$ cat config.mk
export PLATFORM = sky130hd
export DESIGN_NAME = lin_slave_frame_handler
export DESIGN_NICKNAME = d
export VERILOG_FILES = /design/src/hdl/lsfh_pkg.sv /design/src/hdl/lsfh_front.sv /design/src/hdl/lsfh_back.sv /design/src/hdl/lin_slave_frame_handler.sv
export VERILOG_INCLUDE_DIRS = /design/src /design/src/hdl
export SDC_FILE = /design/constraint.sdc
export NUM_CORES = 1
export LEC_CHECK = 0
export BUFFER_PORTS_ARGS = -buffer_cell sky130_fd_sc_hd__buf_2
export CORE_MARGIN = 2
export CORE_UTILIZATION = 43
export DETAILED_ROUTE_END_ITERATION = 6
export GPL_ROUTABILITY_DRIVEN = 0
export MAX_ROUTING_LAYER = met4
export PLACE_DENSITY = 0.69
export SETUP_SLACK_MARGIN = 0.15
export SLEW_MARGIN = 10
export SYNTH_ARGS = -nofsm -noshare
export SYNTH_HDL_FRONTEND = slang
export SYNTH_SLANG_ARGS = --single-unit
export TNS_END_PERCENT = 1
$ cat constraint.sdc
create_clock -name clk -period 5.4 [get_ports clk]
set_input_delay 1.08 -clock clk [delete_from_list [all_inputs] [get_ports clk]]
set_output_delay 1.08 -clock clk [all_outputs]
set_load 0.01 [all_outputs]
$ cat src/hdl/lin_slave_frame_handler_assert.svh
// Assertion macros for the LIN slave frame handler.
// Used by the top level; needs clk and arst_n in the including scope.
`ifndef LIN_SLAVE_FRAME_HANDLER_ASSERT_SVH
`define LIN_SLAVE_FRAME_HANDLER_ASSERT_SVH

// Same-cycle implication, checked outside reset
`define LSFH_ASSERT_SAME(lbl, ante, cons, msg) \
	lbl: assert property (@(posedge clk) disable iff (!arst_n) (ante) |-> (cons)) \
		else $error(msg);

// Next-cycle implication, checked outside reset
`define LSFH_ASSERT_NEXT(lbl, ante, cons, msg) \
	lbl: assert property (@(posedge clk) disable iff (!arst_n) (ante) |=> (cons)) \
		else $error(msg);

`endif

$ cat src/hdl/lsfh_pkg.sv
// Shared types, codes and helper functions of the LIN slave frame handler.
// No dependencies; imported by every module of the block.
package lsfh_pkg;

	// Input operation codes
	localparam logic [1:0] OP_BREAK = 2'd0;
	localparam logic [1:0] OP_LINE  = 2'd1;
	localparam logic [1:0] OP_WRITE = 2'd2;
	localparam logic [1:0] OP_READ  = 2'd3;

	// Command kinds passed from front to back
	typedef logic [2:0] cmd_kind_t;
	localparam cmd_kind_t K_BREAK  = 3'd0;
	localparam cmd_kind_t K_LINE   = 3'd1;
	localparam cmd_kind_t K_WRITE  = 3'd2;
	localparam cmd_kind_t K_READ   = 3'd3;
	localparam cmd_kind_t K_IGNORE = 3'd4;

	// Result status codes
	localparam logic [3:0] ST_PROGRESS   = 4'd0;
	localparam logic [3:0] ST_IGNORED    = 4'd1;
	localparam logic [3:0] ST_BAD_SYNC   = 4'd2;
	localparam logic [3:0] ST_BAD_PARITY = 4'd3;
	localparam logic [3:0] ST_NO_MATCH   = 4'd4;
	localparam logic [3:0] ST_RX_OK      = 4'd5;
	localparam logic [3:0] ST_CSUM_ERR   = 4'd6;
	localparam logic [3:0] ST_TX         = 4'd7;
	localparam logic [3:0] ST_HOST       = 4'd8;

	// Frame phases
	localparam logic [1:0] PH_IDLE = 2'd0;
	localparam logic [1:0] PH_SYNC = 2'd1;
	localparam logic [1:0] PH_PID  = 2'd2;
	localparam logic [1:0] PH_DATA = 2'd3;

	// Configuration register indexes
	localparam logic [2:0] REG_S0_PID = 3'd0;
	localparam logic [2:0] REG_S0_PUB = 3'd1;
	localparam logic [2:0] REG_S0_LEN = 3'd2;
	localparam logic [2:0] REG_S1_PID = 3'd3;
	localparam logic [2:0] REG_S1_PUB = 3'd4;
	localparam logic [2:0] REG_S1_LEN = 3'd5;

	localparam int         CFG_SLOTS     = 2;
	localparam logic [3:0] LEN_RESET     = 4'd8;
	localparam logic [7:0] SYNC_BYTE     = 8'h55;
	localparam logic [7:0] ID_BITS       = 8'h3F;

	// Command queue geometry
	localparam int QDEPTH = 2;
	localparam int QPTR_W = 1;
	localparam int QCNT_W = 2;

	typedef struct packed {
		logic [7:0] pid;
		logic       pub;
		logic [3:0] len;
	} slot_cfg_t;

	typedef struct packed {
		cmd_kind_t  kind;
		logic [7:0] byte_value;
		logic       slot;
		logic [2:0] byte_index;
	} cmd_t;

	typedef struct packed {
		logic [3:0] status;
		logic       tx_valid;
		logic [7:0] tx_byte;
		logic [7:0] read_data;
		logic       last;
	} result_t;

	// Eight-bit sum with end-around carry
	function automatic logic [7:0] add_carry(input logic [7:0] a, input logic [7:0] b);
		logic [8:0] s;
		s = {1'b0, a} + {1'b0, b};
		return s[7:0] + {7'd0, s[8]};
	endfunction

	// Protected identifier from its low six bits (P0 in bit 6, P1 in bit 7)
	function automatic logic [7:0] make_pid(input logic [7:0] id);
		logic p0;
		logic p1;
		p0 = id[0] ^ id[1] ^ id[2] ^ id[4];
		p1 = ~(id[1] ^ id[3] ^ id[4] ^ id[5]);
		return {p1, p0, id[5:0]};
	endfunction

endpackage

$ cat src/hdl/lsfh_front.sv
// Front end: accepts input words, classifies them into commands and queues them.
// Depends on lsfh_pkg.
module lsfh_front #(
	parameter int NUM_SLOTS      = 2,
	parameter int MAX_DATA_BYTES = 8
) (
	input  logic              clk,
	input  logic              arst_n,
	input  logic              s_tvalid,
	output logic              s_tready,
	input  logic [15:0]       s_tdata,   // byte_value[7:0], slot[8], byte_index[11:9]
	input  logic [1:0]        s_tuser,   // operation[1:0]
	output logic              cmd_valid,
	output lsfh_pkg::cmd_t    cmd,
	input  logic              cmd_pop
);
	import lsfh_pkg::*;

	cmd_t              q_mem_q [QDEPTH];
	logic [QPTR_W-1:0] wr_ptr_q;
	logic [QPTR_W-1:0] rd_ptr_q;
	logic [QCNT_W-1:0] count_q;
	cmd_t              cls;
	logic              out_of_range;
	logic              push;

	// Classify the incoming word
	always_comb begin
		cls.byte_value = s_tdata[7:0];
		cls.slot       = s_tdata[8];
		cls.byte_index = s_tdata[11:9];
		out_of_range   = (int'(s_tdata[8]) >= NUM_SLOTS) ||
		                 (int'(s_tdata[11:9]) >= MAX_DATA_BYTES);
		unique case (s_tuser)
			OP_BREAK: cls.kind = K_BREAK;
			OP_LINE:  cls.kind = K_LINE;
			OP_WRITE: cls.kind = out_of_range ? K_IGNORE : K_WRITE;
			OP_READ:  cls.kind = out_of_range ? K_IGNORE : K_READ;
			default:  cls.kind = K_IGNORE;
		endcase
	end

	assign s_tready  = (count_q != QCNT_W'(QDEPTH));
	assign push      = s_tvalid && s_tready;
	assign cmd_valid = (count_q != '0);
	assign cmd       = q_mem_q[rd_ptr_q];

	// Hold queued commands
	always_ff @(posedge clk) begin
		if (push) begin
			q_mem_q[wr_ptr_q] <= cls;
		end
	end

	// Advance queue pointers and fill count
	always_ff @(posedge clk or negedge arst_n) begin
		if (!arst_n) begin
			wr_ptr_q <= '0;
			rd_ptr_q <= '0;
			count_q  <= '0;
		end else begin
			if (push) begin
				wr_ptr_q <= wr_ptr_q + 1'b1;
			end
			if (cmd_pop) begin
				rd_ptr_q <= rd_ptr_q + 1'b1;
			end
			if (push && !cmd_pop) begin
				count_q <= count_q + 1'b1;
			end else if (!push && cmd_pop) begin
				count_q <= count_q - 1'b1;
			end
		end
	end

endmodule

$ cat src/hdl/lsfh_back.sv
// Back end: frame state machine, data store, publish walk and output register.
// Depends on lsfh_pkg; fed by lsfh_front.
module lsfh_back #(
	parameter int NUM_SLOTS      = 2,
	parameter int MAX_DATA_BYTES = 8
) (
	input  logic                                         clk,
	input  logic                                         arst_n,
	input  lsfh_pkg::slot_cfg_t [lsfh_pkg::CFG_SLOTS-1:0] cfg,
	input  logic                                         cmd_valid,
	input  lsfh_pkg::cmd_t                               cmd,
	output logic                                         cmd_pop,
	output logic                                         res_valid,
	output lsfh_pkg::result_t                            res,
	input  logic                                         res_ready
);
	import lsfh_pkg::*;

	localparam int IDX_W  = (MAX_DATA_BYTES > 1) ? $clog2(MAX_DATA_BYTES) : 1;
	localparam int CNT_W  = $clog2(MAX_DATA_BYTES + 1);
	localparam int SLOT_W = (NUM_SLOTS > 1) ? $clog2(NUM_SLOTS) : 1;

	localparam logic BS_IDLE = 1'b0;
	localparam logic BS_PUB  = 1'b1;

	logic              state_q, state_d;
	logic [1:0]        phase_q, phase_d;
	logic [SLOT_W-1:0] matched_q, matched_d;
	logic [CNT_W-1:0]  count_q, count_d;
	logic [7:0]        sum_q, sum_d;
	logic [7:0]        slot_data_q [NUM_SLOTS][MAX_DATA_BYTES];
	logic [7:0]        rx_buf_q [MAX_DATA_BYTES];
	logic              out_valid_q;
	result_t           out_q;

	logic              out_free;
	logic              emit;
	result_t           nres;
	logic              rx_we;
	logic              host_we;
	logic              commit;
	logic              found;
	logic [SLOT_W-1:0] match_idx;
	logic              parity_ok;
	logic [CNT_W-1:0]  n_cur;
	logic [SLOT_W-1:0] rd_slot;
	logic [IDX_W-1:0]  rd_idx;
	logic [7:0]        rd_byte;

	// Clamp a configured length into 1 .. MAX_DATA_BYTES
	function automatic logic [CNT_W-1:0] clamp_len(input logic [3:0] l);
		if (l == 4'd0) begin
			return CNT_W'(1);
		end else if (l > 4'(MAX_DATA_BYTES)) begin
			return CNT_W'(MAX_DATA_BYTES);
		end
		return l[CNT_W-1:0];
	endfunction

	// Match the line byte against the slots; the last matching slot wins
	always_comb begin
		found     = 1'b0;
		match_idx = '0;
		for (int i = 0; i < NUM_SLOTS; i++) begin
			if (cfg[i].pid == cmd.byte_value) begin
				found     = 1'b1;
				match_idx = SLOT_W'(i);
			end
		end
	end

	assign parity_ok = (make_pid(cmd.byte_value & ID_BITS) == cmd.byte_value);
	assign n_cur     = clamp_len(cfg[matched_q].len);
	assign out_free  = !out_valid_q || res_ready;
	assign cmd_pop   = cmd_valid && (state_q == BS_IDLE) && out_free;

	// Single read port into the data store, shared by host reads and the walk
	assign rd_slot = (state_q == BS_PUB) ? matched_q : SLOT_W'(cmd.slot);
	assign rd_idx  = (state_q == BS_PUB) ? count_q[IDX_W-1:0] : IDX_W'(cmd.byte_index);
	assign rd_byte = slot_data_q[rd_slot][rd_idx];

	// Work out the next result and state
	always_comb begin
		emit      = 1'b0;
		nres      = '0;
		nres.last = 1'b1;
		state_d   = state_q;
		phase_d   = phase_q;
		matched_d = matched_q;
		count_d   = count_q;
		sum_d     = sum_q;
		rx_we     = 1'b0;
		host_we   = 1'b0;
		commit    = 1'b0;
		if ((state_q == BS_PUB) && out_free) begin
			emit          = 1'b1;
			nres.status   = ST_TX;
			nres.tx_valid = 1'b1;
			if (count_q < n_cur) begin
				nres.tx_byte = rd_byte;
				nres.last    = 1'b0;
				sum_d        = add_carry(sum_q, rd_byte);
				count_d      = count_q + 1'b1;
			end else begin
				nres.tx_byte = ~sum_q;
				state_d      = BS_IDLE;
			end
		end else if (cmd_pop) begin
			emit = 1'b1;
			unique case (cmd.kind)
				K_BREAK: begin
					phase_d     = PH_SYNC;
					count_d     = '0;
					sum_d       = '0;
					nres.status = ST_PROGRESS;
				end
				K_LINE: begin
					unique case (phase_q)
						PH_SYNC: begin
							if (cmd.byte_value == SYNC_BYTE) begin
								phase_d     = PH_PID;
								nres.status = ST_PROGRESS;
							end else begin
								phase_d     = PH_IDLE;
								nres.status = ST_BAD_SYNC;
							end
						end
						PH_PID: begin
							phase_d = PH_IDLE;
							if (!parity_ok) begin
								nres.status = ST_BAD_PARITY;
							end else if (!found) begin
								nres.status = ST_NO_MATCH;
							end else begin
								matched_d = match_idx;
								count_d   = '0;
								sum_d     = cmd.byte_value;
								if (cfg[match_idx].pub) begin
									state_d = BS_PUB;
									emit    = 1'b0;
								end else begin
									phase_d     = PH_DATA;
									nres.status = ST_PROGRESS;
								end
							end
						end
						PH_DATA: begin
							if (count_q < n_cur) begin
								rx_we       = 1'b1;
								sum_d       = add_carry(sum_q, cmd.byte_value);
								count_d     = count_q + 1'b1;
								nres.status = ST_PROGRESS;
							end else begin
								phase_d = PH_IDLE;
								if (~sum_q == cmd.byte_value) begin
									commit      = 1'b1;
									nres.status = ST_RX_OK;
								end else begin
									nres.status = ST_CSUM_ERR;
								end
							end
						end
						default: begin
							nres.status = ST_IGNORED;
						end
					endcase
				end
				K_WRITE: begin
					host_we     = 1'b1;
					nres.status = ST_HOST;
				end
				K_READ: begin
					nres.status    = ST_HOST;
					nres.read_data = rd_byte;
				end
				default: begin
					nres.status = ST_IGNORED;
				end
			endcase
		end
	end

	// Hold the control state and the output valid flag
	always_ff @(posedge clk or negedge arst_n) begin
		if (!arst_n) begin
			state_q     <= BS_IDLE;
			phase_q     <= PH_IDLE;
			matched_q   <= '0;
			count_q     <= '0;
			sum_q       <= '0;
			out_valid_q <= 1'b0;
		end else begin
			state_q   <= state_d;
			phase_q   <= phase_d;
			matched_q <= matched_d;
			count_q   <= count_d;
			sum_q     <= sum_d;
			if (emit) begin
				out_valid_q <= 1'b1;
			end else if (res_ready) begin
				out_valid_q <= 1'b0;
			end
		end
	end

	// Load the output register
	always_ff @(posedge clk) begin
		if (emit) begin
			out_q <= nres;
		end
	end

	// Capture received data bytes
	always_ff @(posedge clk) begin
		if (rx_we) begin
			rx_buf_q[count_q[IDX_W-1:0]] <= cmd.byte_value;
		end
	end

	// Update the data store from host writes and committed frames
	always_ff @(posedge clk or negedge arst_n) begin
		if (!arst_n) begin
			for (int s = 0; s < NUM_SLOTS; s++) begin
				for (int i = 0; i < MAX_DATA_BYTES; i++) begin
					slot_data_q[s][i] <= '0;
				end
			end
		end else if (host_we) begin
			slot_data_q[SLOT_W'(cmd.slot)][IDX_W'(cmd.byte_index)] <= cmd.byte_value;
		end else if (commit) begin
			for (int i = 0; i < MAX_DATA_BYTES; i++) begin
				if (CNT_W'(i) < n_cur) begin
					slot_data_q[matched_q][i] <= rx_buf_q[i];
				end
			end
		end
	end

	assign res_valid = out_valid_q;
	assign res       = out_q;

endmodule

$ cat src/hdl/lin_slave_frame_handler.sv
// LIN slave frame handler: usage notes.
// Input words (s_*) carry one event each: a break, a received line byte, or a
// host write or read of the slot data store. Result words (m_*) carry a status
// code; a publish response gives one word per data byte plus the checksum, with
// tlast on the final word of each event, otherwise every event gives one word.
// Each input word passes the command queue, then the engine loads the result
// register; publish words follow once the identifier sets BS_PUB. A command
// queue of two entries sits between the classifying front end and the frame
// engine, so the input side keeps accepting while a result waits to be taken.
// With m_tready high, throughput is one event per cycle for single-word events,
// and a publish response holds the engine, one store read per cycle.
// The slave stalls with m_tready: the engine then holds its result register and
// the queue fills, after which s_tready drops.
// Configuration: cfg_we writes cfg_data into register cfg_index;
// indexes beyond the list are dropped. Write only while the block is idle.
// Reset (arst_n low) returns the frame state to idle, empties the queue, clears
// the data store and loads the slot registers with identifier 0, receive, and
// length eight. No clearing pass is needed after reset.
// Depends on lsfh_pkg, lsfh_front, lsfh_back and the assertion macro header.
`include "lin_slave_frame_handler_assert.svh"
module lin_slave_frame_handler #(
	parameter int NUM_SLOTS      = 2,
	parameter int MAX_DATA_BYTES = 8
) (
	input  logic        clk,
	input  logic        arst_n,
	input  logic        s_tvalid,
	output logic        s_tready,
	input  logic [15:0] s_tdata,   // byte_value[7:0], slot[8], byte_index[11:9]
	input  logic [1:0]  s_tuser,   // operation[1:0]
	output logic        m_tvalid,
	input  logic        m_tready,
	output logic [15:0] m_tdata,   // tx_byte[7:0], read_data[15:8]
	output logic [4:0]  m_tuser,   // status[3:0], tx_valid[4]
	output logic        m_tlast,
	input  logic        cfg_we,
	input  logic [2:0]  cfg_index,
	input  logic [7:0]  cfg_data
);
	import lsfh_pkg::*;

	slot_cfg_t [CFG_SLOTS-1:0] cfg_q;
	logic                      cmd_valid;
	cmd_t                      cmd;
	logic                      cmd_pop;
	result_t                   res;

	// Write the slot configuration registers
	always_ff @(posedge clk or negedge arst_n) begin
		if (!arst_n) begin
			for (int s = 0; s < CFG_SLOTS; s++) begin
				cfg_q[s].pid <= '0;
				cfg_q[s].pub <= 1'b0;
				cfg_q[s].len <= LEN_RESET;
			end
		end else if (cfg_we) begin
			unique case (cfg_index)
				REG_S0_PID: cfg_q[0].pid <= cfg_data;
				REG_S0_PUB: cfg_q[0].pub <= cfg_data[0];
				REG_S0_LEN: cfg_q[0].len <= cfg_data[3:0];
				REG_S1_PID: cfg_q[1].pid <= cfg_data;
				REG_S1_PUB: cfg_q[1].pub <= cfg_data[0];
				REG_S1_LEN: cfg_q[1].len <= cfg_data[3:0];
				default: begin
				end
			endcase
		end
	end

	lsfh_front #(
		.NUM_SLOTS      (NUM_SLOTS),
		.MAX_DATA_BYTES (MAX_DATA_BYTES)
	) u_front (
		.clk       (clk),
		.arst_n    (arst_n),
		.s_tvalid  (s_tvalid),
		.s_tready  (s_tready),
		.s_tdata   (s_tdata),
		.s_tuser   (s_tuser),
		.cmd_valid (cmd_valid),
		.cmd       (cmd),
		.cmd_pop   (cmd_pop)
	);

	lsfh_back #(
		.NUM_SLOTS      (NUM_SLOTS),
		.MAX_DATA_BYTES (MAX_DATA_BYTES)
	) u_back (
		.clk       (clk),
		.arst_n    (arst_n),
		.cfg       (cfg_q),
		.cmd_valid (cmd_valid),
		.cmd       (cmd),
		.cmd_pop   (cmd_pop),
		.res_valid (m_tvalid),
		.res       (res),
		.res_ready (m_tready)
	);

	assign m_tdata = {res.read_data, res.tx_byte};
	assign m_tuser = {res.tx_valid, res.status};
	assign m_tlast = res.last;

	// Only transmit words carry the tx flag
	`LSFH_ASSERT_SAME(a_tx_flag, m_tvalid && m_tuser[4], m_tuser[3:0] == ST_TX, "tx flag on non-tx word")
	// Only a publish response has words that are not the last of their event
	`LSFH_ASSERT_SAME(a_not_last_tx, m_tvalid && !m_tlast, m_tuser[3:0] == ST_TX, "stray non-last word")
	// An accepted word is queued for the engine in the next cycle
	`LSFH_ASSERT_NEXT(a_queued, s_tvalid && s_tready, cmd_valid, "accepted word not queued")

endmodule
==> impl_metrics.csv <==
group,metric,value,unit
critical_path,cpPeakStageDelay,0.63,ns
sta,min_period,5.02,ns
finish,nNetsFinal,1423,
sta,slew_violations,0,
sta,fin_ws,0.377,ns
yosys,synth.top_cells.by_area,"dfrtp_1 29%, edfxtp_1 23%, mux4_2 4.9%, a32oi_1 4.2%, o21ai_0 3.3%",
yosys,synthSimpleGateAreaFrac,10.5,%
placed_design,portBuffers,53,
global_routing,grt_pass1_wl,64100,um
yosys,synth_top_family_by_area,"compound AO/OA/AOI/OAI gates",
routing,drc,0,
critical_path,r2r_cells,20,
placed_design,place_ws,0.188,ns
floorplan,die_h,189,um
critical_path,crit_fanout,12,
yosys,synth_fa_ha_area_share,2.47,%
routing,wl_per_cell,22.7,um
sta,max_freq,199,MHz
sta,max_slew_margin,18.7,%
yosys,synthTopCellsByCount,"173 x dfrtp_1, 128 x nor2_1, 127 x nand2_1",
routing,postRouteWirelength,41600,um
floorplan,die_area,35900,um2
global_routing,antenna_found_initial,0,
global_routing,grt_max_degree,104,
yosys,synth_xor_area_share,3.22,%
yosys,synthMuxAreaShare,10.4,%
floorplan,pin_count,58,
sta,setup_violations,0,
critical_path,reg2reg_to,"u_back.sum_q[7]",
run,cap_violations,0,
placed_design,hpwl,27500,um
floorplan,fp-row-count,67,
critical_path,start_kind,"register",
routing,ant_nets,0,
critical_path,cp_cell_sequence,"buf_4 > a21oi_4 > buf_12 > mux4_2 > mux2i_2 > mux2i_1 > ha_1 > a211oi_1 > o21bai_1 > a21oi_1 > nor2b_1 > o21ai_0 > nand2b_1 > ha_1 > and3_1 > nand3_1 > or4b_2 > xnor3_1 > a21o_1 > a2bb2oi_1",
yosys,synth_cell_type_count,80,
yosys,syn_area_per_cell,11.4,um2
finish,design_area,16700,um2
power_and_ir_drop,powerDensity,542,nW/um2
sta,clock_skew,0.0240,ns
critical_path,cp_slowest_cell,"or4b_2",
placed_design,place_area,15600,um2
floorplan,die_w,189,um
global_routing,grt_pass1_vias,10960,
power_and_ir_drop,ir_worst_vdd,0.277,mV
yosys,synthFlopType,"dfrtp_1",
sta,rsz0062_at_grt,"true",
clocking,cts_tree,"yes",
clocking,cts_root_buf,"clkbuf_16",
clocking,clk_path_buf_depth,3,
clocking,htree_levels,1,
yosys,ys_seq_elements,289,
yosys,synth.cell_area,14800,um2
finish,n_fill_cell,2999,
global_routing,track_usage,23.8,%
yosys,synth_edf_count,114,
clocking,clkLatencyLatePin,0.58,ns
floorplan,initial_core_util,43.8,%
critical_path,required,5.86,ns
routing,drt-vias-per-instance,6.16,
clocking,clkTransAtPathRegs,0.06,ns
finish,area_growth,13.0,%
routing,first_pass_iters,5,
sta,fin_crit_sh,93.0,%
critical_path,r2r_start,"u_back.state_q",
yosys,syn-num-nets,1362,
routing,drt_iter0_markers,1170,
sta,hold_violations,0,
finish,final_core_util,49.6,%
yosys,yosysTopAreaCellShare,29.3,%
yosys,synth_area_leader_cell,"dfrtp_1",
sta,setup_tns,0,ns
critical_path,path_class,"register to register",
yosys,async_reset_ff_share,60.6,%
global_routing,grt_overflow,0,
sta,worst_pin_slew,1.22,ns
clocking,numCtsBuffers,30,
critical_path,r2r_slack,0.38,ns
status,status,"finished clean",
critical_path,crit_path_frequent_cell,"ha_1",
yosys,yosysSeqAreaShare,52.8,%
yosys,synth-compound-area-share,17.6,%
clocking,cts.sinks,289,
critical_path,cp-startpoint,"u_back.state_q",
power_and_ir_drop,p_leak,6.58,nW
critical_path,crit_path_end,"u_back.sum_q[7]",
critical_path,end_kind,"register",
worst_hold_path,hp-class,"register to register",
yosys,syn-instance-count,1300,
critical_path,cp.arrival,5.48,ns
yosys,yosysMostFrequentCell,"dfrtp_1",
clocking,holdBufCountCts,0,
yosys,ys_warn_count,0,
routing,vias,11292,
placed_design,numPlacedInstances,1770,
finish,fin_cells,1834,
finish,drive_gt1_share,18.4,%
floorplan,core,33700,um2
[sequential cells by signal (all words and copies together), names as in the netlist]
register and count:
u_front.wr_ptr_q 1, u_back.phase_q 2, u_back.rx_buf_q 64, cfg_q 26, u_back.res_valid 1, u_front.count_q 2, u_back.slot_data_q 128, u_front.q_mem_q 28
u_back.matched_q 1, u_back.res 22, u_back.count_q 4, u_back.state_q 1, u_back.sum_q 8, u_front.rd_ptr_q 1
[cells by family (layout without fill, tap and decap cells)]
kind of cell    after synthesis  in the layout
mux                         104            104
fa+ha+maj                    28             28
other cells                   0              1
flops                       289            289
xor+xnor                     48             48
buf+inv                      99            184
simple gates                347            347
compound gates              385            385
[layout make-up]
class / count / area (um2) / area share, %
Sequential cell: 289 / 7810 / 46.7
Inverter: 27 / 101 / 0.607
Timing Repair Buffer: 101 / 691 / 4.14
Antenna cell: 1 / 2.50 / 0.0150
Clock buffer: 43 / 851 / 5.10
Multi-Input combinational cell: 912 / 6590 / 39.5
Tap cell: 448 / 561 / 3.36
Clock inverter: 13 / 96.3 / 0.577
[report_power, final]
| group | internal (mW) | switching, mW |
|---|---|---|
| clock network | 1.14 | 0.869 |
| registers | 2.91 | 0.343 |
| logic | 1.52 | 2.27 |
[critical path: cells and delay by family, from the launching register on]
kind | cells | cell delay, ns
fa+ha+maj | 2 | 0.58
simple gates | 5 | 1.22
buf+inv | 2 | 0.43
xor+xnor | 1 | 0.19
compound gates | 7 | 0.94
mux | 3 | 1.05
flops | 1 | 0.50
[per-layer routing]
| metal | track usage (%) | part of all wire [%] | up-vias |
|---|---|---|---|
| met5 | - | 0 | - |
| met4 | 9.00 | 3.8 | 0 |
| met3 | 3.67 | 8.8 | 110 |
| met2 | 36.3 | 45 | 549 |
| met1 | 32.4 | 42 | 5602 |
| li1 | - | - | 5031 |
[timing repair]
action / 4_1_cts / 5_1_grt
endpoints found under the setup margin: 0 / 4
setup buffers: 0 / 6
resized for setup: 0 / 7
[worst min path at each step]
| stage | startpoint | to | cells after the start |
|---|---|---|---|
| after global routing | u_back.slot_data_q[62] | u_back.slot_data_q[62] | 2 |
| after floorplan | u_back.slot_data_q[10] | u_back.slot_data_q[10] | 2 |
| after global placement | u_back.slot_data_q[8] | u_back.slot_data_q[8] | 2 |
| final | u_back.slot_data_q[13] | u_back.slot_data_q[13] | 2 |
| after detailed placement | u_back.slot_data_q[40] | u_back.slot_data_q[40] | 2 |
| after CTS | u_back.slot_data_q[40] | u_back.slot_data_q[40] | 2 |
[stage by stage]
step	total power, mW	hold slack, ns
after global routing	9.50	0.492
after CTS	8.92	0.479
final	9.05	0.476
after floorplan	5.73	0.445
after detailed placement	6.91	0.465
after global placement	6.81	0.454
[layout by cell type, fill, tap and decap left out, types with 10 or more instances in the layout]
cell       Yosys  layout
buf_2         26      52
buf_4          3      43
edfxtp_1     114     114
and2_1        14      14
o21ai_0       96      96
xor2_1        12      12
nand2_1      127     127
a32oi_1       71      71
clkbuf_16      0      32
nand2b_1      11      11
nor3_1        10      10
ha_1          26      25
inv_1         25      25
mux2_2        29      29
mux2i_1       33      30
mux4_2        32      32
a21oi_1       89      88
dfrtp_1      173     172
a22oi_1       47      47
nor2_1       128     125
xnor2_1       32      32
No activity file was read; power rests on OpenSTA's default activity.
